[src/rtl/size_class_buffer_pool_defines.svh]
// ---------------------------------------------------------------------------
// Assertion macros shared by the buffer pool RTL.
// Each macro expects clk and arst_n in scope.
// ---------------------------------------------------------------------------
`ifndef SIZE_CLASS_BUFFER_POOL_DEFINES_SVH
`define SIZE_CLASS_BUFFER_POOL_DEFINES_SVH

// same-cycle implication
`define SCBP_ASSERT_IMPLY(lbl, ante, cons) \
	lbl: assert property (@(posedge clk) disable iff (!arst_n) (ante) |-> (cons)) \
		else $error("scbp assertion failed");

// next-cycle implication
`define SCBP_ASSERT_NEXT(lbl, ante, cons) \
	lbl: assert property (@(posedge clk) disable iff (!arst_n) (ante) |=> (cons)) \
		else $error("scbp assertion failed");

`endif

[src/rtl/scbp_pkg.sv]
// ---------------------------------------------------------------------------
// scbp_pkg
// Types, codes and constants of the size class buffer pool.
// ---------------------------------------------------------------------------
`timescale 1ns / 1ps

package scbp_pkg;

	localparam int CLASS_COUNT_DEF     = 7;
	localparam int SLOTS_PER_CLASS_DEF = 128;
	localparam int SIZE_REGS           = 7;
	localparam int QUEUE_DEPTH         = 2;

	localparam int CLS_W        = 3;
	localparam int SLOT_FIELD_W = 7;
	localparam int LEN_W        = 16;
	localparam int STATUS_W     = 2;
	localparam int CFG_IDX_W    = 3;
	localparam int CFG_DATA_W   = 16;
	localparam int OP_W         = 2;

	// configuration register indexes
	localparam logic [CFG_IDX_W-1:0] REG_CLASSES_IN_USE = 3'd0;
	localparam logic [CFG_IDX_W-1:0] REG_CLASS_SIZE_0   = 3'd1;

	localparam logic [CLS_W-1:0] CLASSES_RESET = 3'd7;

	// commands
	localparam logic CMD_GET     = 1'b0;
	localparam logic CMD_RELEASE = 1'b1;

	// result status
	localparam logic [STATUS_W-1:0] STAT_OK     = 2'd0;
	localparam logic [STATUS_W-1:0] STAT_EMPTY  = 2'd1;
	localparam logic [STATUS_W-1:0] STAT_HEAD   = 2'd2;
	localparam logic [STATUS_W-1:0] STAT_UNUSED = 2'd3;

	// classified operations
	localparam logic [OP_W-1:0] OP_GET    = 2'd0;
	localparam logic [OP_W-1:0] OP_REL    = 2'd1;
	localparam logic [OP_W-1:0] OP_REJECT = 2'd2;

	typedef struct packed {
		logic [OP_W-1:0]         op;
		logic [CLS_W-1:0]        cls;
		logic [SLOT_FIELD_W-1:0] slot;
		logic [LEN_W-1:0]        size;
	} item_t;

	function automatic logic [LEN_W-1:0] size_reset(input int unsigned idx);
		logic [LEN_W-1:0] val;
		case (idx)
			0: val = 16'd128;
			1: val = 16'd256;
			2: val = 16'd512;
			3: val = 16'd1024;
			4: val = 16'd2048;
			5: val = 16'd4096;
			6: val = 16'd8192;
			default: val = '0;
		endcase
		return val;
	endfunction

endpackage

[src/rtl/scbp_queue.sv]
// ---------------------------------------------------------------------------
// scbp_queue
// Short FIFO of classified items between front and back.
// ---------------------------------------------------------------------------
`timescale 1ns / 1ps

module scbp_queue import scbp_pkg::*; (
	input  logic  clk,
	input  logic  arst_n,
	input  logic  push,
	input  item_t push_item,
	output logic  full,
	output logic  nonempty,
	input  logic  pop,
	output item_t pop_item
);

	localparam int PTR_W = (QUEUE_DEPTH > 1) ? $clog2(QUEUE_DEPTH) : 1;
	localparam int CNT_W = $clog2(QUEUE_DEPTH + 1);

	item_t             entries_q [QUEUE_DEPTH];
	logic [PTR_W-1:0]  wr_ptr_q;
	logic [PTR_W-1:0]  rd_ptr_q;
	logic [CNT_W-1:0]  count_q;

	assign full     = (count_q == CNT_W'(QUEUE_DEPTH));
	assign nonempty = (count_q != '0);
	assign pop_item = entries_q[rd_ptr_q];

	function automatic logic [PTR_W-1:0] ptr_next(input logic [PTR_W-1:0] p);
		return (p == PTR_W'(QUEUE_DEPTH - 1)) ? '0 : p + PTR_W'(1);
	endfunction

	always_ff @(posedge clk or negedge arst_n) begin
		if (!arst_n) begin
			wr_ptr_q <= '0;
			rd_ptr_q <= '0;
			count_q  <= '0;
		end else begin
			if (push) wr_ptr_q <= ptr_next(wr_ptr_q);
			if (pop)  rd_ptr_q <= ptr_next(rd_ptr_q);
			case ({push, pop})
				2'b10:   count_q <= count_q + CNT_W'(1);
				2'b01:   count_q <= count_q - CNT_W'(1);
				default: count_q <= count_q;
			endcase
		end
	end

	always_ff @(posedge clk) begin
		if (push) begin
			entries_q[wr_ptr_q] <= push_item;
		end
	end

endmodule

[config.mk]
export PLATFORM = sky130hd
export DESIGN_NAME = scbp_queue
export DESIGN_NICKNAME = d
export VERILOG_FILES = /design/src/rtl/size_class_buffer_pool_defines.svh /design/src/rtl/scbp_pkg.sv /design/src/rtl/scbp_queue.sv
export SDC_FILE = /design/constraint.sdc
export NUM_CORES = 1
export LEC_CHECK = 0
export BUFFER_PORTS_ARGS = -buffer_cell sky130_fd_sc_hd__buf_2
export CAP_MARGIN = 10
export CORE_ASPECT_RATIO = 0.8
export CORE_MARGIN = 1.5
export CORE_UTILIZATION = 40
export CTS_BUF_LIST = sky130_fd_sc_hd__clkbuf_2 sky130_fd_sc_hd__clkbuf_4 sky130_fd_sc_hd__clkbuf_8
export DETAILED_ROUTE_END_ITERATION = 8
export MAX_ROUTING_LAYER = met4
export SETUP_SLACK_MARGIN = 0.2
export SYNTH_ARGS = -nofsm -noshare
export SYNTH_HDL_FRONTEND = slang
export SYNTH_SLANG_ARGS = --single-unit
[constraint.sdc]
create_clock -name clk -period 2.4 [get_ports clk]
set_input_delay 0.36 -clock clk [delete_from_list [all_inputs] [get_ports clk]]
set_output_delay 0.36 -clock clk [all_outputs]
set_load 0.1 [all_outputs]
After elaboration in Yosys (flattened, before gate mapping)
Memory sizes are Yosys's and may differ from the RTL's.
Index checks and enable logic that the tools add are counted.
{"block": "totals", "register_bits": 4, "mem_bits_rw": 56, "in_bits": 32, "out_inout_bits": 30, "wordCells": 18, "memories": 1}
{"name": "entries_q", "words": 2, "word_bits": 28, "read_ports": 1, "rd_clocked_by_memory_dff": 0, "write_ports": 1, "line_no": "scbp_queue.sv:21", "text": "item_t entries_q [QUEUE_DEPTH];"}
{"block": "op_classes", "add_sub_neg": 4, "n_eq_ne": 3, "mux": 5, "n_reduce_logical": 2}
{"operator": "== test 2 bit (second input constant)", "n": 2}
{"operator": "2-to-1 mux 1 bit", "n": 4}
{"operator": "one-hot mux 2 bit (2 select lines)", "n": 1}
{"operator": "nonzero test 2 bit", "n": 2}
{"operator": "adder 1 bit (second input constant)", "n": 2}
{"operator": "adder 2 x 1 -> 2 bit (second input constant)", "n": 1}
{"operator": "== test 2 x 1 -> 1 bit (second input constant)", "n": 1}
{"operator": "subtractor 2 x 1 -> 2 bit (second input constant)", "n": 1}

Logic depth before layout (Yosys ltp)
{"block": "logic_depth", "word_depth": 2, "depth_mapped": 5, "mapped_depth_nobuf": 5}

Worst setup path before layout
OpenSTA, ideal clock, no wires.
{"block": "synth_timing", "kind": "register -> output", "start": "register count_q[0]", "end": "output port full", "arrival_ns": 1.749, "required_ns": 2.040, "slack_ns": 0.291, "stages_incl_launch_ff": 2, "cell_sequence": "dfrtp_1 > nor2b_1"}
{"block": "synth_between", "elab_chain_len": 1}
{"element": "start: declaration", "line_no": "scbp_queue.sv:24", "text": "logic [CNT_W-1:0] count_q;"}
{"element": "start signal: assignment", "line_no": "scbp_queue.sv:43", "text": "2'b10: count_q <= count_q + CNT_W'(1);"}
{"element": "start signal: assignment", "line_no": "scbp_queue.sv:44", "text": "2'b01: count_q <= count_q - CNT_W'(1);"}
{"element": "start signal: assignment", "line_no": "scbp_queue.sv:45", "text": "default: count_q <= count_q;"}
{"element": "== test 2 bit", "line_no": "scbp_queue.sv:26", "text": "assign full = (count_q == CNT_W'(QUEUE_DEPTH));"}
{"element": "end: declaration", "line_no": "scbp_queue.sv:12", "text": "output logic full,"}
No other way between the ends.

==> flow_summary.json <==
{
  "cts-buffers-inserted": 9,
  "cts_max_path_buffers": 2,
  "fmax_mhz": 526,
  "skew_ns": 0.00455,
  "avgSynthCellArea_um2": 21.9,
  "worstSetupPathDepth": 3,
  "worstSetupStartpoint": "rd_ptr_q$_DFFE_PN0P_",
  "dp_hpwl_um": 2630,
  "cpMaxStageDelayCell": "mux2_2",
  "relSlewSlack": 0.616,
  "place_congestion": 0.715,
  "critPathTopFamily": "buffers and inverters",
  "cts_resized": 0,
  "wirelength_um": 3680,
  "die_h_um": 70.2,
  "netlist-cell-type-count": 15,
  "htree_levels": 3,
  "dp_slack_ns": 0.827,
  "met1_usage": 0.151,
  "io_pins": 62,
  "drive_gt1_frac": 0.610,
  "final.setup.tns_ns": 0,
  "busiest_layer": "met2",
  "num_antenna_cells": 0,
  "firstDrtPassIters": 3,
  "finalHoldViolCount": 0,
  "ant_nets": 0,
  "insertion_delay_ns": 0.33,
  "die_area_mm2": 0.00610,
  "syn_nets": 136,
  "synthToLayoutAreaGrowth_pct": 47.6,
  "portBuffers": 61,
  "critical_path.max_stage_delay_ns": 0.41,
  "r2r_end": "entries_q[0][25]$_DFFE_PP_",
  "layout_min_cycle_time_ns": 1.90,
  "use_met2": 0.213,
  "crit_buf_inv": 2,
  "fin_ws_ns": 0.499,
  "met3_usage": 0.0839,
  "ys_seq_area_frac": 0.790,
  "first_global_vias": 1252,
  "cp.required_ns": 2.04,
  "ys_warn_count": 0,
  "r2r_setup_slack_ns": 0.94,
  "clk_pin_slew_ns": 0.07,
  "die_width_um": 86.9,
  "n_fill_cell": 399,
  "status": "finished, final reports clean",
  "crit_path_start_kind": "flop",
  "hp-class": "in -> reg",
  "vias": 1152,
  "syn_inst": 103,
  "worstSetupPathType": "reg -> out",
  "cp-end-kind": "primary output",
  "coreArea_mm2": 0.00544,
  "grt_max_degree": 20,
  "synth_seq_cells": 60,
  "cts_tree": "done",
  "seq_area_mm2": 0.00178,
  "worst_pin_slew_ns": 0.576,
  "num_rows": 24,
  "drcViolationCount": 0,
  "finalSetupViolCount": 0,
  "rsz0062_at_grt": "false",
  "crit_end": "pop_item[26]",
  "num-nets-final": 210,
  "crit_arrival_ns": 1.54,
  "fin_crit_sh": 0.792,
  "grt_pass1_wl_um": 5880,
  "multi_input_area_um2": 438,
  "syn_area_mm2": 0.00225,
  "clockRootBuffer": "clkbuf_8",
  "clock-sinks": 60,
  "crit_chain": "buf_4, mux2_2, buf_12",
  "grt_overflow_total": 0,
  "grt.total_usage": 0.138,
  "routed_via_density": 4.43,
  "ff2ff_path_depth": 2,
  "drv_slew": 0,
  "wl_per_cell_um": 14.1,
  "antenna_found_initial": 0,
  "drtIter0Drc": 77,
  "r2r-start": "wr_ptr_q$_DFFE_PN0P_",
  "start_util": 0.415,
  "drv_cap": 0,
  "worstPathMaxFanout": 18
}
==> state kept, by name (all words and copies together), names as in the netlist <==
name,flops
entries_q,56
count_q,2
rd_ptr_q,1
wr_ptr_q,1
==> worst min path at each step <==
| stage | to | cells past startpoint | slack [ns] | startpoint |
|---|---|---|---|---|
| CTS | entries_q[0][0]$_DFFE_PP_ | 1 | 0.20 | push_item[0] |
| global route | entries_q[1][3]$_DFFE_PP_ | 1 | 0.19 | push_item[3] |
| global placement | wr_ptr_q$_DFFE_PN0P_ | 1 | 0.17 | arst_n |
| detailed placement | rd_ptr_q$_DFFE_PN0P_ | 1 | 0.18 | arst_n |
| finish | entries_q[0][17]$_DFFE_PP_ | 1 | 0.22 | push_item[17] |
| floorplan | count_q[0]$_DFFE_PN0P_ | 0 | 0.06 | arst_n |
==> layer usage <==
layer / vias up / part of all wire
met1: 553 / 0.41
li1: 544 / -
met5: - / 0
met3: 4 / 0.089
met2: 51 / 0.49
met4: 0 / 0.0073
==> Yosys cell counts <==
cell type | count | share of area
and2_1 | 1 | 0.0028
buf_4 | 1 | 0.0033
buf_6 | 1 | 0.0050
buf_8 | 1 | 0.0067
dfrtp_1 | 4 | 0.044
edfxtp_1 | 56 | 0.75
ha_1 | 1 | 0.0055
inv_1 | 1 | 0.0017
mux2_2 | 18 | 0.090
mux2_4 | 10 | 0.067
nor2_1 | 2 | 0.0033
nor2b_1 | 1 | 0.0028
or2_2 | 1 | 0.0028
xnor2_1 | 2 | 0.0078
xor2_1 | 3 | 0.012
==> cell usage in the layout (no fill, tap or decap), types with 2 or more instances in the layout <==
cell | synthesis | layout
xor2_1 | 3 | 3
buf_12 | 0 | 30
mux2_4 | 10 | 10
buf_2 | 0 | 33
mux2_2 | 18 | 18
dfrtp_1 | 4 | 4
xnor2_1 | 2 | 2
bufinv_16 | 0 | 2
clkbuf_8 | 0 | 9
clkinv_2 | 0 | 3
edfxtp_1 | 56 | 56
buf_4 | 1 | 2
==> through the flow <==
step / std cells / hold slack (ns) / util / instance area [µm²]
global placement: 243 / 0.170 / 0.571 / 3100
detailed placement: 243 / 0.176 / 0.571 / 3100
finish: 260 / 0.217 / 0.612 / 3330
global route: 260 / 0.193 / 0.612 / 3330
CTS: 260 / 0.200 / 0.612 / 3330
floorplan: 103 / 0.0644 / - / 2250
==> area by class of cell <==
class,count,share of cell area
sequential,60,0.536
timing repair buffer,66,0.238
multi-input combinational,39,0.132
clock buffer,9,0.0372
tap,78,0.0293
clock inverter,7,0.0275
inverter,1,0.00113
==> kinds of logic (layout without fill, tap and decap cells) <==
family,Yosys count,count (layout),synth area share
XOR/XNOR,5,5,0.0194
adder cells (fa/ha/maj),1,1,0.00555
buffers and inverters,4,83,0.0166
flip-flops,60,60,0.790
multiplexers,28,28,0.156
AND/OR/NAND/NOR,5,5,0.0117
==> what timing repair did <==
action	in CTS	in global routing
hold endpoints to repair	4	0
hold buffers	1	0
buffers inserted	0	0
Power is not shown: default switching activity piles up to over one toggle a cycle in this logic, so the estimate is an artifact.
