===== config.mk =====
export PLATFORM = sky130hd
export DESIGN_NAME = scbp_front
export DESIGN_NICKNAME = d
export VERILOG_FILES = /design/src/rtl/size_class_buffer_pool_defines.svh /design/src/rtl/scbp_pkg.sv /design/src/rtl/scbp_front.sv
export SDC_FILE = /design/constraint.sdc
export NUM_CORES = 1
export LEC_CHECK = 0
export BUFFER_PORTS_ARGS = -buffer_cell sky130_fd_sc_hd__buf_4
export CELL_PAD_IN_SITES_DETAIL_PLACEMENT = 1
export CELL_PAD_IN_SITES_GLOBAL_PLACEMENT = 1
export CORE_MARGIN = 5
export CORE_UTILIZATION = 37
export DETAILED_ROUTE_END_ITERATION = 7
export PLACE_DENSITY_LB_ADDON = 0.1
export SLEW_MARGIN = 25
export SYNTH_ARGS = -nofsm -noshare
export SYNTH_HDL_FRONTEND = slang
export SYNTH_SLANG_ARGS = --single-unit

===== constraint.sdc =====
create_clock -name vclk -period 4.43
set_input_delay 0.443 -clock vclk [all_inputs]
set_output_delay 0.443 -clock vclk [all_outputs]
set_load 0.02 [all_outputs]

===== src/rtl/size_class_buffer_pool_defines.svh =====
// ---------------------------------------------------------------------------
// Assertion macros shared by the buffer pool RTL.
// Each macro expects clk and arst_n in scope.
// ---------------------------------------------------------------------------
`ifndef SIZE_CLASS_BUFFER_POOL_DEFINES_SVH
`define SIZE_CLASS_BUFFER_POOL_DEFINES_SVH

// same-cycle implication
`define SCBP_ASSERT_IMPLY(lbl, ante, cons) \
	lbl: assert property (@(posedge clk) disable iff (!arst_n) (ante) |-> (cons)) \
		else $error("scbp assertion failed");

// next-cycle implication
`define SCBP_ASSERT_NEXT(lbl, ante, cons) \
	lbl: assert property (@(posedge clk) disable iff (!arst_n) (ante) |=> (cons)) \
		else $error("scbp assertion failed");

`endif


===== src/rtl/scbp_pkg.sv =====
// ---------------------------------------------------------------------------
// scbp_pkg
// Types, codes and constants of the size class buffer pool.
// ---------------------------------------------------------------------------
`timescale 1ns / 1ps

package scbp_pkg;

	localparam int CLASS_COUNT_DEF     = 7;
	localparam int SLOTS_PER_CLASS_DEF = 128;
	localparam int SIZE_REGS           = 7;
	localparam int QUEUE_DEPTH         = 2;

	localparam int CLS_W        = 3;
	localparam int SLOT_FIELD_W = 7;
	localparam int LEN_W        = 16;
	localparam int STATUS_W     = 2;
	localparam int CFG_IDX_W    = 3;
	localparam int CFG_DATA_W   = 16;
	localparam int OP_W         = 2;

	// configuration register indexes
	localparam logic [CFG_IDX_W-1:0] REG_CLASSES_IN_USE = 3'd0;
	localparam logic [CFG_IDX_W-1:0] REG_CLASS_SIZE_0   = 3'd1;

	localparam logic [CLS_W-1:0] CLASSES_RESET = 3'd7;

	// commands
	localparam logic CMD_GET     = 1'b0;
	localparam logic CMD_RELEASE = 1'b1;

	// result status
	localparam logic [STATUS_W-1:0] STAT_OK     = 2'd0;
	localparam logic [STATUS_W-1:0] STAT_EMPTY  = 2'd1;
	localparam logic [STATUS_W-1:0] STAT_HEAD   = 2'd2;
	localparam logic [STATUS_W-1:0] STAT_UNUSED = 2'd3;

	// classified operations
	localparam logic [OP_W-1:0] OP_GET    = 2'd0;
	localparam logic [OP_W-1:0] OP_REL    = 2'd1;
	localparam logic [OP_W-1:0] OP_REJECT = 2'd2;

	typedef struct packed {
		logic [OP_W-1:0]         op;
		logic [CLS_W-1:0]        cls;
		logic [SLOT_FIELD_W-1:0] slot;
		logic [LEN_W-1:0]        size;
	} item_t;

	function automatic logic [LEN_W-1:0] size_reset(input int unsigned idx);
		logic [LEN_W-1:0] val;
		case (idx)
			0: val = 16'd128;
			1: val = 16'd256;
			2: val = 16'd512;
			3: val = 16'd1024;
			4: val = 16'd2048;
			5: val = 16'd4096;
			6: val = 16'd8192;
			default: val = '0;
		endcase
		return val;
	endfunction

endpackage


===== src/rtl/scbp_front.sv =====
// ---------------------------------------------------------------------------
// scbp_front
// Classifies an incoming item: picks the size class of a get, checks
// the class and slot of a release.
// ---------------------------------------------------------------------------
`timescale 1ns / 1ps

module scbp_front import scbp_pkg::*; #(
	parameter int CLASS_COUNT     = CLASS_COUNT_DEF,
	parameter int SLOTS_PER_CLASS = SLOTS_PER_CLASS_DEF
) (
	input  logic                            command,
	input  logic [LEN_W-1:0]                length_wanted,
	input  logic [CLS_W-1:0]                release_class,
	input  logic [SLOT_FIELD_W-1:0]         release_slot,
	input  logic [CLS_W-1:0]                classes_in_use,
	input  logic [SIZE_REGS-1:0][LEN_W-1:0] class_size,
	output item_t                           item
);

	logic [CLS_W-1:0] active;
	logic [CLS_W-1:0] pick;
	logic             found;

	assign active = (classes_in_use > CLS_W'(CLASS_COUNT)) ? CLS_W'(CLASS_COUNT)
		: classes_in_use;

	// first class that covers the length, else the last class in use
	always_comb begin
		found = 1'b0;
		pick  = '0;
		for (int i = 0; i < SIZE_REGS; i++) begin
			if (!found &&
					(CLS_W'(i) == active - CLS_W'(1) || class_size[i] >= length_wanted)) begin
				pick  = CLS_W'(i);
				found = 1'b1;
			end
		end
	end

	always_comb begin
		item = '0;
		if (command == CMD_GET) begin
			if (active == '0) begin
				item.op = OP_REJECT;
			end else begin
				item.op   = OP_GET;
				item.cls  = pick;
				item.size = class_size[pick];
			end
		end else begin
			if (release_class >= active || int'(release_slot) >= SLOTS_PER_CLASS) begin
				item.op = OP_REJECT;
			end else begin
				item.op   = OP_REL;
				item.cls  = release_class;
				item.slot = release_slot;
			end
		end
	end

endmodule


* After elaboration in Yosys (flattened, before gate mapping)
Cells that the tools add are included.
** Storage, ports and cells
- Flip-flop bits (word level) :: 0
- Bits in latches :: 0
- Bits in writable memories :: 0
- Memory bits (read-only) :: 0
- Input port bits :: 142
- Output and inout bits :: 28
- Word-level logic and storage cells :: 61
- Memories kept :: 0
** Operators by class
- $add $sub $neg :: 1
- $mul :: 0
- Divide/modulo/power cells :: 0
- Order comparisons :: 10
- Eq/ne operators :: 6
- Shifts and indexed selects :: 0
- Mux-type cells :: 23
- Bitwise operators :: 0
- Reductions and logical operators :: 21
** Operators by type and width (number)
- $ge 16x16->1 :: 7
- $bmux 16 s3 :: 1
- $mux 16 :: 3
- $mux 3 :: 6
- $mux 10 :: 1
- $eq 3x3->1 const A :: 3
- $logic_or 1x1->1 :: 7
- $mux 1 :: 7
- $mux 7 :: 1
- $eq 2x3->1 const A :: 2
- $logic_and 1x1->1 :: 6
- $logic_not 1->1 :: 6
- $logic_not 3->1 :: 2
- $mux 2 :: 3
- $mux 5 :: 1
- $lt 3x4->1 const B :: 1
- $eq 1x3->1 const A :: 1
- $ge 3x3->1 :: 1
- $gt 3x3->1 const B :: 1
- $sub 3x1->3 const B :: 1

* Depth between registers and ports, before layout
Gate-level depths: netlist of run 1.
- Depth after elaboration :: 28
- Gate-level depth with buffers :: 13
- Gate-level depth less buffers :: 11

* Least setup slack after synthesis of run 1
Ideal clock, no wire load.
- Path kind :: input to output
- Start point :: input length_wanted[9]
- End point :: output item[0] in the netlist's numbering
- Data arrival time :: 3244 ps
- Data required time :: 3987 ps
- Slack :: 743 ps
- Cell stages on the path :: 12
- Buffers on the path :: 1
- Cell sequence :: inv_1 > ha_1 > and4_1 > a21oi_1 > a21oi_1 > a311oi_4 > nand3_1 > a211oi_4 > and3b_1 > buf_6 > a221oi_1 > a221oi_1
** RTL lines
- start: declaration :: RTL line scbp_front.sv:13 : input logic [LEN_W-1:0] length_wanted,
- end: declaration :: RTL line scbp_front.sv:18 : output item_t item

==> results of run 1 <==
## Yosys cell counts (4+ instances only)
cell	count
sky130_fd_sc_hd__o211ai_1	5
sky130_fd_sc_hd__mux2_2	15
sky130_fd_sc_hd__mux2i_1	30
sky130_fd_sc_hd__a221oi_2	22
sky130_fd_sc_hd__ha_1	116
sky130_fd_sc_hd__a211oi_1	5
sky130_fd_sc_hd__a21oi_1	21
sky130_fd_sc_hd__and2_1	9
sky130_fd_sc_hd__nand2_1	8
sky130_fd_sc_hd__inv_1	34
sky130_fd_sc_hd__nand4_1	5
sky130_fd_sc_hd__buf_12	4
sky130_fd_sc_hd__and3_1	6
sky130_fd_sc_hd__o21ai_1	7
sky130_fd_sc_hd__and4_1	7
sky130_fd_sc_hd__nand3_1	4
sky130_fd_sc_hd__nor2_1	13
sky130_fd_sc_hd__a31oi_1	5
sky130_fd_sc_hd__o21ai_0	13
sky130_fd_sc_hd__a221oi_1	11
sky130_fd_sc_hd__a21o_1	17
## worst min-delay path, stage by stage
cell and delay [ns]:
sky130_fd_sc_hd__buf_4 0.07, sky130_fd_sc_hd__and2_1 0.10, sky130_fd_sc_hd__buf_4 0.13
## cells by family (layout without fill, tap and decap cells)
| kind of cell | count (synthesis) | count (layout) | share of synthesized area [%] |
|---|---|---|---|
| fa+ha+maj | 116 | 116 | 36.44 |
| mux | 45 | 45 | 11.78 |
| compound gates | 148 | 148 | 32.74 |
| simple gates | 73 | 73 | 11.53 |
| buf+inv | 46 | 217 | 7.508 |
## cell type report
type	instances	area (sq um)
fill	1270	5011
multi-input combinational	382	3700
timing repair buffer	183	1404
tap	136	170.2
inverter	34	131.4
## power by group
group / switching [mW] / total (mW) / internal, mW
combinational: 0.452 / 0.848 / 0.396
sequential: 0 / 0 / 0
clock: 0 / 0 / 0
## cells in the final DEF, fill, tap and decap left out, types with 6 or more instances in the layout
master,instances
sky130_fd_sc_hd__a21o_1,17
sky130_fd_sc_hd__a21oi_1,21
sky130_fd_sc_hd__a221oi_1,10
sky130_fd_sc_hd__a221oi_2,23
sky130_fd_sc_hd__and2_1,9
sky130_fd_sc_hd__and3_1,6
sky130_fd_sc_hd__and4_1,7
sky130_fd_sc_hd__buf_4,181
sky130_fd_sc_hd__ha_1,116
sky130_fd_sc_hd__inv_1,33
sky130_fd_sc_hd__mux2_2,15
sky130_fd_sc_hd__mux2i_1,30
sky130_fd_sc_hd__nand2_1,8
sky130_fd_sc_hd__nor2_1,12
sky130_fd_sc_hd__o21ai_0,13
sky130_fd_sc_hd__o21ai_1,7
## per-layer routing
layer / vias up / GRT usage, %
met1: 2087 / 30.31
met2: 172 / 44.05
met5: - / 0
li1: 2090 / -
met4: 0 / 4.247
met3: 28 / 2.599
## stage by stage
| step | hold WS, ns | setup WS [ns] |
|---|---|---|
| floorplan | 1.058 | 0.7426 |
| global placement | 1.193 | 0.2559 |
| detailed placement | 1.196 | 0.1698 |
| CTS | 1.196 | 0.1757 |
| global route | 1.207 | 0.0007296 |
| finish | 1.194 | 0.1581 |
## worst max path at each step
stage          slack [ns]              start      end
6_report             0.16  length_wanted[10]  item[2]
4_1_cts              0.18  length_wanted[10]  item[2]
5_1_grt            0.0007  length_wanted[10]  item[2]
3_5_place_dp         0.17  length_wanted[10]  item[2]
3_3_place_gp         0.26  length_wanted[13]  item[3]
2_1_floorplan        0.74   length_wanted[9]  item[0]
==> impl_results.rst, run 1 <==
.. list-table::
   :header-rows: 1

   * - Metric
     - Value
   * - Synthesized area divided by synthesized cell count
     - 9.305 sq um
   * - Storage cell area
     - 0 sq um
   * - Endpoint required time on the critical path
     - 3.99 ns
   * - Detailed placement HPWL
     - between 10 and 15 mm
   * - Data arrival at the endpoint of the critical path
     - 3.83 ns
   * - Wire length after detailed routing
     - about 16 mm
   * - Number of warnings issued by yosys
     - 0
   * - Die area
     - 0.01294 sq mm
   * - Total of clock buffers placed in the layout
     - 0
   * - Max VDD drop
     - 0.1123 mV
   * - Seq_cells
     - 0
   * - Fraction of synthesized cell area taken by the top area cell type
     - between 30% and 40%
   * - Post_cts resized
     - 0
   * - Share of post-route cells with drive strength above 1
     - 40.73%
   * - Met3 routed WL
     - 970 um
   * - Die Y-Extent
     - 113.8 um
   * - Vias after detailed routing
     - between 4k and 5k
   * - Total setup buffers inserted after CTS
     - 0
   * - DRC violations left
     - 0
   * - Overall Global Routing Usage
     - 23.98%
   * - Unrepaired setup endpoints after global routing
     - no
   * - CP max FO
     - 21
   * - Cells after synthesis
     - 428
   * - Count of buffers inserted at the top-level ports
     - 170
   * - Wire length on met2
     - about 8.2 mm
   * - Type of the most critical hold path
     - primary input to output pin
   * - Width of the chip
     - between 100 and 150 um
   * - Core outline area
     - 0.01042 sq mm
   * - Launching element type of the critical path
     - primary input
   * - Status
     - finished, final reports clean
   * - Cell area after synthesis
     - 0.003983 sq mm
   * - Growth of design area from synthesis to finish
     - 35.72%
   * - Final antenna diode count
     - 0
   * - Largest area contributor in the netlist
     - sky130_fd_sc_hd__ha_1
   * - Total overflow reported by the global router
     - 0
   * - Via count normalized by instance count
     - 5.955
   * - Kind of end point of the critical path
     - output pin
   * - Critical path's slowest cell
     - sky130_fd_sc_hd__a221oi_4
   * - Worst-case hold path end point
     - item[16]
   * - Setup total negative slack
     - 0 ns
   * - Largest net degree at the start of global routing
     - 43
   * - Leakage Power
     - 2.780 nW
   * - Vias in the first global route
     - 4,886
   * - Worst hold start
     - release_slot[0]
   * - Initial cell density of the core
     - 38.23%
   * - Worst Setup Path Type
     - primary input to output pin
   * - Critical path buffer and inverter count
     - 4
   * - Final slew viol count
     - 0
   * - Cells on Worst Hold Path
     - 3
   * - Chain of cells forming the critical path
     - buf_4, clkinvlp_4, ha_1, a21o_1, a221oi_2, a21boi_0, a311o_2, o211ai_2, a221oi_4, buf_12, mux2_2, a221oi_1, a221oi_1, buf_4
   * - Shortest clock period the worst path allows after layout
     - about 4.3 ns
   * - Max capacitance violation total
     - 0
   * - Number of distinct standard cells referenced by the synthesized netlist
     - just under 70
   * - DRT iter0 DRCs
     - 163
   * - CP max stage delay
     - 0.40 ns
   * - Placed Cells incl. Taps
     - 734
   * - Number of optimization iterations in the first detailed-route pass
     - 6
   * - Final period utilization
     - 96.43%
   * - CP Depth
     - 14
   * - Final count of negative-setup-slack endpoints
     - 0
   * - Final #Nets
     - 859
   * - Worst Tran Pin Value
     - 0.5501 ns
   * - Post-route cell area
     - 0.005405 sq mm
   * - Post-synthesis sequential area ratio
     - 0%
   * - Gpl congestion
     - 0.9481
   * - Upper clock frequency limit
     - 0.2341 GHz
   * - Power per cell area
     - roughly 160 mW/mm^2
   * - Final Total Pwr
     - 0.8478 mW
   * - Post-Syn Nets
     - 686
   * - Headroom to the max-slew limit
     - 62.85%
   * - Placement-stage cell area
     - between 0.005 and 0.006 sq mm
   * - Met1 Wirelength
     - 6.818 mm
   * - Hold buffer count at CTS
     - 0
   * - Number of top-level design ports
     - 170
   * - Routed wire per std cell
     - 22.22 um
   * - Post-route antenna net violation count
     - 0
   * - Critical path's top delay family
     - compound AO/OA/AOI/OAI gates
   * - Final hold violations
     - 0
   * - Antenna violations before repair
     - 0
   * - Top layer in use
     - met4
   * - Row count
     - 37
   * - Largest cells by area after synthesis
     - sky130_fd_sc_hd__ha_1, sky130_fd_sc_hd__a221oi_2, sky130_fd_sc_hd__mux2i_1
   * - Final cell utilization of the core
     - 51.89%
   * - Post-route non-filler standard cell count
     - 735
   * - Wire length of the first global-routing pass
     - 25.46 mm
Note: power is estimated with default switching activity, not from simulation.
==> run 2, diff against run 1 <==
--- a/config.mk
+++ b/config.mk
@@ -8,10 +8,10 @@
 export BUFFER_PORTS_ARGS = -buffer_cell sky130_fd_sc_hd__buf_4
 export CELL_PAD_IN_SITES_DETAIL_PLACEMENT = 1
 export CELL_PAD_IN_SITES_GLOBAL_PLACEMENT = 1
-export CORE_MARGIN = 5
+export CORE_MARGIN = 2
 export CORE_UTILIZATION = 37
 export DETAILED_ROUTE_END_ITERATION = 7
-export PLACE_DENSITY_LB_ADDON = 0.1
+export PLACE_DENSITY = 0.88
 export SLEW_MARGIN = 25
 export SYNTH_ARGS = -nofsm -noshare
 export SYNTH_HDL_FRONTEND = slang
==> impl_results.rst, run 2 (synthesis gave the netlist of run 1 again) <==
.. list-table::
   :header-rows: 1

   * - Metric
     - Value
   * - Status
     - finished, final reports clean
   * - Worst hold start
     - release_slot[0]
   * - Max VDD drop
     - 0.08970 mV
   * - Wire length of the first global-routing pass
     - 25.00 mm
   * - Detailed placement HPWL
     - 14.39 mm
   * - Endpoint required time on the critical path
     - around 4.0 ns
   * - Growth of design area from synthesis to finish
     - 37.35%
   * - Final count of negative-setup-slack endpoints
     - 0
   * - Shortest clock period the worst path allows after layout
     - 4.316 ns
   * - Vias after detailed routing
     - 4,474
   * - Kind of end point of the critical path
     - output pin
   * - Storage cell area
     - 0 sq um
   * - Seq_cells
     - 0
   * - Count of fill cells added during filler insertion
     - approximately 1.3k
   * - Power per cell area
     - 157.5 mW/mm^2
   * - CP max stage delay
     - 0.83 ns
   * - Final #Nets
     - 868
   * - Row count
     - 37
   * - Wire length after detailed routing
     - 16.25 mm
   * - Data arrival at the endpoint of the critical path
     - roughly 3.9 ns
   * - Initial cell density of the core
     - about two fifths
   * - Most common cell after layout, fill and taps aside
     - sky130_fd_sc_hd__buf_4
   * - Count of buffers inserted at the top-level ports
     - 170
   * - Headroom to the max-slew limit
     - 35.57%
   * - Chain of cells forming the critical path
     - buf_4, nor2_2, ha_1, o311ai_0, o211ai_2, a221oi_4, buf_12, mux2_2, a221oi_1, a221oi_1, buf_4
   * - Total of clock buffers placed in the layout
     - 0
   * - Final period utilization
     - between 90% and 100%
   * - Setup total negative slack
     - 0 ns
   * - DRT iter0 DRCs
     - 151
   * - Largest net degree at the start of global routing
     - 33
   * - Final antenna diode count
     - 0
   * - Number of optimization iterations in the first detailed-route pass
     - 4
   * - Routed wire per std cell
     - 21.83 um
   * - Worst Tran Pin Value
     - 0.9543 ns
   * - Die area
     - 0.01161 sq mm
   * - Cells on Worst Hold Path
     - 3
   * - Final cell utilization of the core
     - a little over half
   * - Critical path's slowest cell
     - sky130_fd_sc_hd__o311ai_0
   * - Number of top-level design ports
     - 170
   * - Final hold violations
     - 0
   * - Max capacitance violation total
     - 0
   * - Vias in the first global route
     - 5,019
   * - Post-route antenna net violation count
     - 0
   * - Via count normalized by instance count
     - 6.013
   * - Upper clock frequency limit
     - 0.2317 GHz
   * - Share of post-route cells with drive strength above 1
     - 41.45%
   * - CP max FO
     - 32
   * - WHS
     - 1.194 ns
   * - Unrepaired setup endpoints after global routing
     - no
   * - Total overflow reported by the global router
     - 0
   * - Width of the chip
     - 107.8 um
   * - Launching element type of the critical path
     - primary input
   * - Type of the most critical hold path
     - primary input to output pin
   * - Gpl congestion
     - 0.8988
   * - Antenna violations before repair
     - 0
   * - Most frequent cells in the layout
     - sky130_fd_sc_hd__buf_4, sky130_fd_sc_hd__ha_1, sky130_fd_sc_hd__inv_1, sky130_fd_sc_hd__mux2i_1, sky130_fd_sc_hd__a221oi_2
   * - Hold buffer count at CTS
     - 0
   * - Worst Setup Path Type
     - primary input to output pin
   * - Die Y-Extent
     - roughly 110 um
   * - Worst-case hold path end point
     - item[16]
   * - Core outline area
     - 0.01037 sq mm
   * - Final slew viol count
     - 0
   * - DRC violations left
     - 0
   * - Overall Global Routing Usage
     - 26.97%
   * - Leakage Power
     - 2.827 nW
## run 2: changes by cell type in the layout (fill, tap and decap cells not counted), sizes merged
cell,delta
inv,+1
buf,+10
clkbuf,-1
clkinvlp,-1
## run 2: worst max-delay path: cells and delay by family
family                   cells  cell delay (ns)
multiplexers                 1             0.36
AO/OA/AOI/OAI                5             1.94
adder cells (fa/ha/maj)      1             0.34
AND/OR/NAND/NOR              1             0.16
buffers and inverters        3             0.61
## run 2: what timing repair did
action	CTS	global route
setup buffers	0	3
endpoints found under the hold margin	0	0
gates resized for setup	0	4
setup endpoints to repair	0	12
## run 2: final cells by class
cell class / count / area, sq um / share of cell area, %
Timing Repair Buffer: 192 / 1466 / 26.81
Tap cell: 136 / 170.2 / 3.111
Inverter: 34 / 127.6 / 2.333
Multi-Input combinational cell: 382 / 3706 / 67.75
## run 2: power by group
| group | internal [mW] | total [mW] | switching, mW |
|---|---|---|---|
| Clock | 0 | 0 | 0 |
| Combinational | 0.402 | 0.862 | 0.460 |
| Sequential | 0 | 0 | 0 |
| Total | 0.402 | 0.862 | 0.460 |
## run 2: worst max path at each step
stage	startpoint	cells past startpoint	end
after floorplan	length_wanted[9]	12	item[0]
after global placement	length_wanted[11]	14	item[2]
after detailed placement	length_wanted[1]	15	item[15]
after CTS	length_wanted[1]	15	item[15]
after global routing	length_wanted[11]	14	item[2]
final	classes_in_use[0]	11	item[2]
## run 2: stage by stage
stage	instances	power [mW]	cell area, sq um	setup WS, ns
after floorplan	428	0.5296	3983	0.7426
after global placement	741	0.8043	5413	0.3093
final	744	0.8616	5470	0.1140
after detailed placement	741	0.8372	5413	0.1514
after CTS	741	0.8416	5413	0.1288
after global routing	744	0.9259	5470	0.005061
## run 2: routing by layer
layer  global-route usage [%]  routed length, um  vias up
met1                    30.90               6303     2136
met2                    50.85               8347      187
li1                         -                  -     2108
met4                    9.341                510        0
met3                    3.269               1084       43
met5                        0                  0        -
==> run 3, diff against run 2 <==
--- a/config.mk
+++ b/config.mk
@@ -5,11 +5,12 @@
 export SDC_FILE = /design/constraint.sdc
 export NUM_CORES = 1
 export LEC_CHECK = 0
+export ABC_AREA = 1
 export BUFFER_PORTS_ARGS = -buffer_cell sky130_fd_sc_hd__buf_4
 export CELL_PAD_IN_SITES_DETAIL_PLACEMENT = 1
 export CELL_PAD_IN_SITES_GLOBAL_PLACEMENT = 1
 export CORE_MARGIN = 2
-export CORE_UTILIZATION = 37
+export CORE_UTILIZATION = 34
 export DETAILED_ROUTE_END_ITERATION = 7
 export PLACE_DENSITY = 0.88
 export SLEW_MARGIN = 25
==> constraint.sdc (replaced) <==
create_clock -name vclk -period 4.1
set_input_delay 0.41 -clock vclk [all_inputs]
set_output_delay 0.41 -clock vclk [all_outputs]
set_load 0.02 [all_outputs]
==> impl_results.rst, run 3 <==
.. list-table::
   :header-rows: 1

   * - Metric
     - Value
   * - Status
     - finished, final reports clean
   * - Total overflow reported by the global router
     - 0
   * - Final hold violations
     - 0
   * - Die area
     - 0.01376 sq mm
   * - Post-route non-filler standard cell count
     - between 1k and 1.5k
   * - Comb power frac
     - 100.0%
   * - Unrepaired setup endpoints after global routing
     - no
   * - Fraction of synthesized area in multiplexers
     - 0%
   * - Most common cell after layout, fill and taps aside
     - sky130_fd_sc_hd__nand2_1
   * - Top post-synthesis cells by count
     - sky130_fd_sc_hd__nand2_1, sky130_fd_sc_hd__nand3_1, sky130_fd_sc_hd__ha_1, sky130_fd_sc_hd__inv_1, sky130_fd_sc_hd__a21oi_1
   * - Most prevalent standard cell on the critical path
     - sky130_fd_sc_hd__nand2_1
   * - Sequential share of power
     - 0%
   * - Total of clock buffers placed in the layout
     - 0
   * - Total setup buffers inserted after CTS
     - 0
   * - Wire length after detailed routing
     - around 18 mm
   * - Final #Nets
     - 1,198
   * - Initial cell density of the core
     - 34.72%
   * - Largest area contributor in the netlist
     - sky130_fd_sc_hd__ha_1
   * - Upper clock frequency limit
     - 0.2648 GHz
   * - Chain of cells forming the critical path
     - buf_4, inv_1, ha_1, nand2_1, nor2_1, nor3b_1, nand2_1, nand4_1, nor2_2, nand4_4, buf_4, nand3_1, nand3_1, nand2_1, nand2_1, nand2_1, inv_1, buf_4
   * - Cells after synthesis
     - 786
   * - Placed Cells incl. Taps
     - 1,110
   * - Fraction of synthesized cell area taken by the top area cell type
     - 33.26%
   * - Post-route antenna net violation count
     - 0
   * - Most frequent cells in the layout
     - sky130_fd_sc_hd__nand2_1, sky130_fd_sc_hd__buf_4, sky130_fd_sc_hd__nand3_1, sky130_fd_sc_hd__ha_1, sky130_fd_sc_hd__inv_1
   * - Hold buffer count at CTS
     - 0
   * - Core outline area
     - 0.01257 sq mm
   * - Compound-Gate Fraction of Synth Area
     - under 10%
   * - Cells on Worst Hold Path
     - 4
   * - CP max stage delay
     - 0.53 ns
   * - Clock network fraction of design power
     - 0%
   * - Data arrival at the endpoint of the critical path
     - 3.37 ns
   * - Count of fill cells added during filler insertion
     - roughly 1.8k
   * - Final period utilization
     - between 90 and 100%
   * - Number of distinct standard cells referenced by the synthesized netlist
     - 31
   * - Final Total Pwr
     - 1.008 mW
   * - Gpl congestion
     - 0.8751
   * - Largest net degree at the start of global routing
     - 61
   * - Headroom to the max-slew limit
     - 55.75%
   * - Routed wire per std cell
     - 16.34 um
   * - Worst Tran Pin Value
     - 0.6637 ns
   * - Max VDD drop
     - just under 0.1 mV
   * - Kind of end point of the critical path
     - output pin
   * - Max capacitance violation total
     - 0
   * - Worst Setup Path Type
     - primary input to output pin
   * - Worst-case hold path end point
     - item[19]
   * - Final antenna diode count
     - 0
   * - DRT iter0 DRCs
     - 238
   * - Post-synthesis sequential area ratio
     - 0%
   * - Number of top-level design ports
     - 170
   * - Post-synthesis simple-gate area fraction
     - 45.27%
   * - Growth of design area from synthesis to finish
     - 33.11%
   * - Internal power consumption
     - 0.4026 mW
   * - Fraction of the mapped netlist area in adder cells
     - 33.26%
   * - Leakage Power
     - between 3 and 4 nW
   * - Post-Syn Nets
     - 1,044
   * - Cell area after synthesis
     - 0.004364 sq mm
   * - Width of the chip
     - 117.3 um
   * - Share of post-route cells with drive strength above 1
     - 20.04%
   * - Vias after detailed routing
     - ~5.8k
   * - Storage cell area
     - 0 sq um
   * - Worst hold start
     - release_slot[3]
   * - Switching part of the total
     - 60.04%
   * - Dominant cell by count in the synthesized netlist
     - sky130_fd_sc_hd__nand2_1
   * - Launching element type of the critical path
     - primary input
   * - CP max FO
     - 60
   * - Die Y-Extent
     - 117.3 um
   * - Detailed placement HPWL
     - between 15 and 20 mm
   * - Final count of negative-setup-slack endpoints
     - 0
   * - Final slew viol count
     - 0
   * - Endpoint required time on the critical path
     - about 3.7 ns
   * - Synthesized area divided by synthesized cell count
     - 5.552 sq um
   * - Wire length of the first global-routing pass
     - 28.28 mm
   * - Number of warnings issued by yosys
     - 0
   * - Antenna violations before repair
     - 0
   * - Largest family of logic cells by synthesized area
     - simple AND/OR/NAND/NOR gates
   * - Post_cts resized
     - 0
   * - Switching power
     - 0.6051 mW
   * - Count of buffers inserted at the top-level ports
     - 170
   * - Power per cell area
     - 173.5 mW/mm^2
   * - Row count
     - 41
   * - Via count normalized by instance count
     - 5.188
   * - Critical path's slowest cell
     - sky130_fd_sc_hd__buf_4
   * - DRC violations left
     - 0
   * - Vias in the first global route
     - 5,730
   * - Setup total negative slack
     - 0 ns
   * - Number of optimization iterations in the first detailed-route pass
     - 5
   * - Shortest clock period the worst path allows after layout
     - 3.776 ns
   * - Seq_cells
     - 0
   * - WHS
     - 1.145 ns
   * - Xor and xnor fraction of the mapped netlist area
     - 0%
   * - Type of the most critical hold path
     - primary input to output pin
   * - Overall Global Routing Usage
     - 25.80%
   * - Largest cells by area after synthesis
     - sky130_fd_sc_hd__ha_1, sky130_fd_sc_hd__nand2_1, sky130_fd_sc_hd__nand3_1
## run 3: cell types whose count changed in the layout (fill, tap and decap cells not counted), moves of 23 or more
cell and change:
sky130_fd_sc_hd__nand2_1 +261, sky130_fd_sc_hd__mux2i_1 -30, sky130_fd_sc_hd__a221oi_2 -23, sky130_fd_sc_hd__inv_1 +62
sky130_fd_sc_hd__a21oi_1 +35, sky130_fd_sc_hd__nand3_1 +126, sky130_fd_sc_hd__nor2_1 +29
## run 3: final cells by class
| type | count | area (sq um) | area share (%) |
|---|---|---|---|
| Tap cell | 172 | 215.2 | 3.704 |
| Multi-Input combinational cell | 658 | 3846 | 66.21 |
| Inverter | 101 | 379.1 | 6.526 |
| Timing Repair Buffer | 179 | 1369 | 23.56 |
## run 3: how the worst max path moves through the flow
stage / endpoint / cells past startpoint / startpoint / slack [ns]
detailed placement: item[9] / 18 / length_wanted[7] / 0.38
CTS: item[9] / 18 / length_wanted[7] / 0.37
global placement: item[9] / 18 / length_wanted[7] / 0.43
global route: item[9] / 18 / length_wanted[7] / 0.03
floorplan: item[25] / 13 / length_wanted[15] / 1.13
finish: item[9] / 18 / length_wanted[7] / 0.32
## run 3: stage by stage
| stage | cell area [sq um] | worst slack (ns) | utilization, % |
|---|---|---|---|
| 3_3_place_gp | 5809 | 0.4292 | 46.22 |
| 5_1_grt | 5809 | 0.03353 | 46.22 |
| 3_5_place_dp | 5809 | 0.3767 | 46.22 |
| 2_1_floorplan | 4364 | 1.130 | - |
| 4_1_cts | 5809 | 0.3681 | 46.22 |
| 6_report | 5809 | 0.3239 | 46.22 |
## run 3: cell families after synthesis
group,Yosys count
AND/OR/NAND/NOR,464
adder cells (fa/ha/maj),116
buffers and inverters,128
AO/OA/AOI/OAI,78
## run 3: critical path: cells and delay by family
kind / cells / cell delay, ns
buf+inv: 5 / 1.11
fa+ha+maj: 1 / 0.23
simple gates: 12 / 1.56
## run 3: power by group through the flow
stage | registers [mW] | logic, mW | clock network [mW]
after global routing | 0 | 1.13 | 0
after global placement | 0 | 0.975 | 0
after detailed placement | 0 | 0.999 | 0
after CTS | 0 | 1.00 | 0
final | 0 | 1.01 | 0
after floorplan | 0 | 0.610 | 0
## run 3: per-layer routing
metal | track usage (%) | vias up | routed length, um
met5 | 0 | - | 0
met4 | 5.098 | 0 | 287
met3 | 1.802 | 25 | 865
met2 | 44.33 | 152 | 8615
met1 | 35.56 | 2678 | 8363
li1 | - | 2904 | -
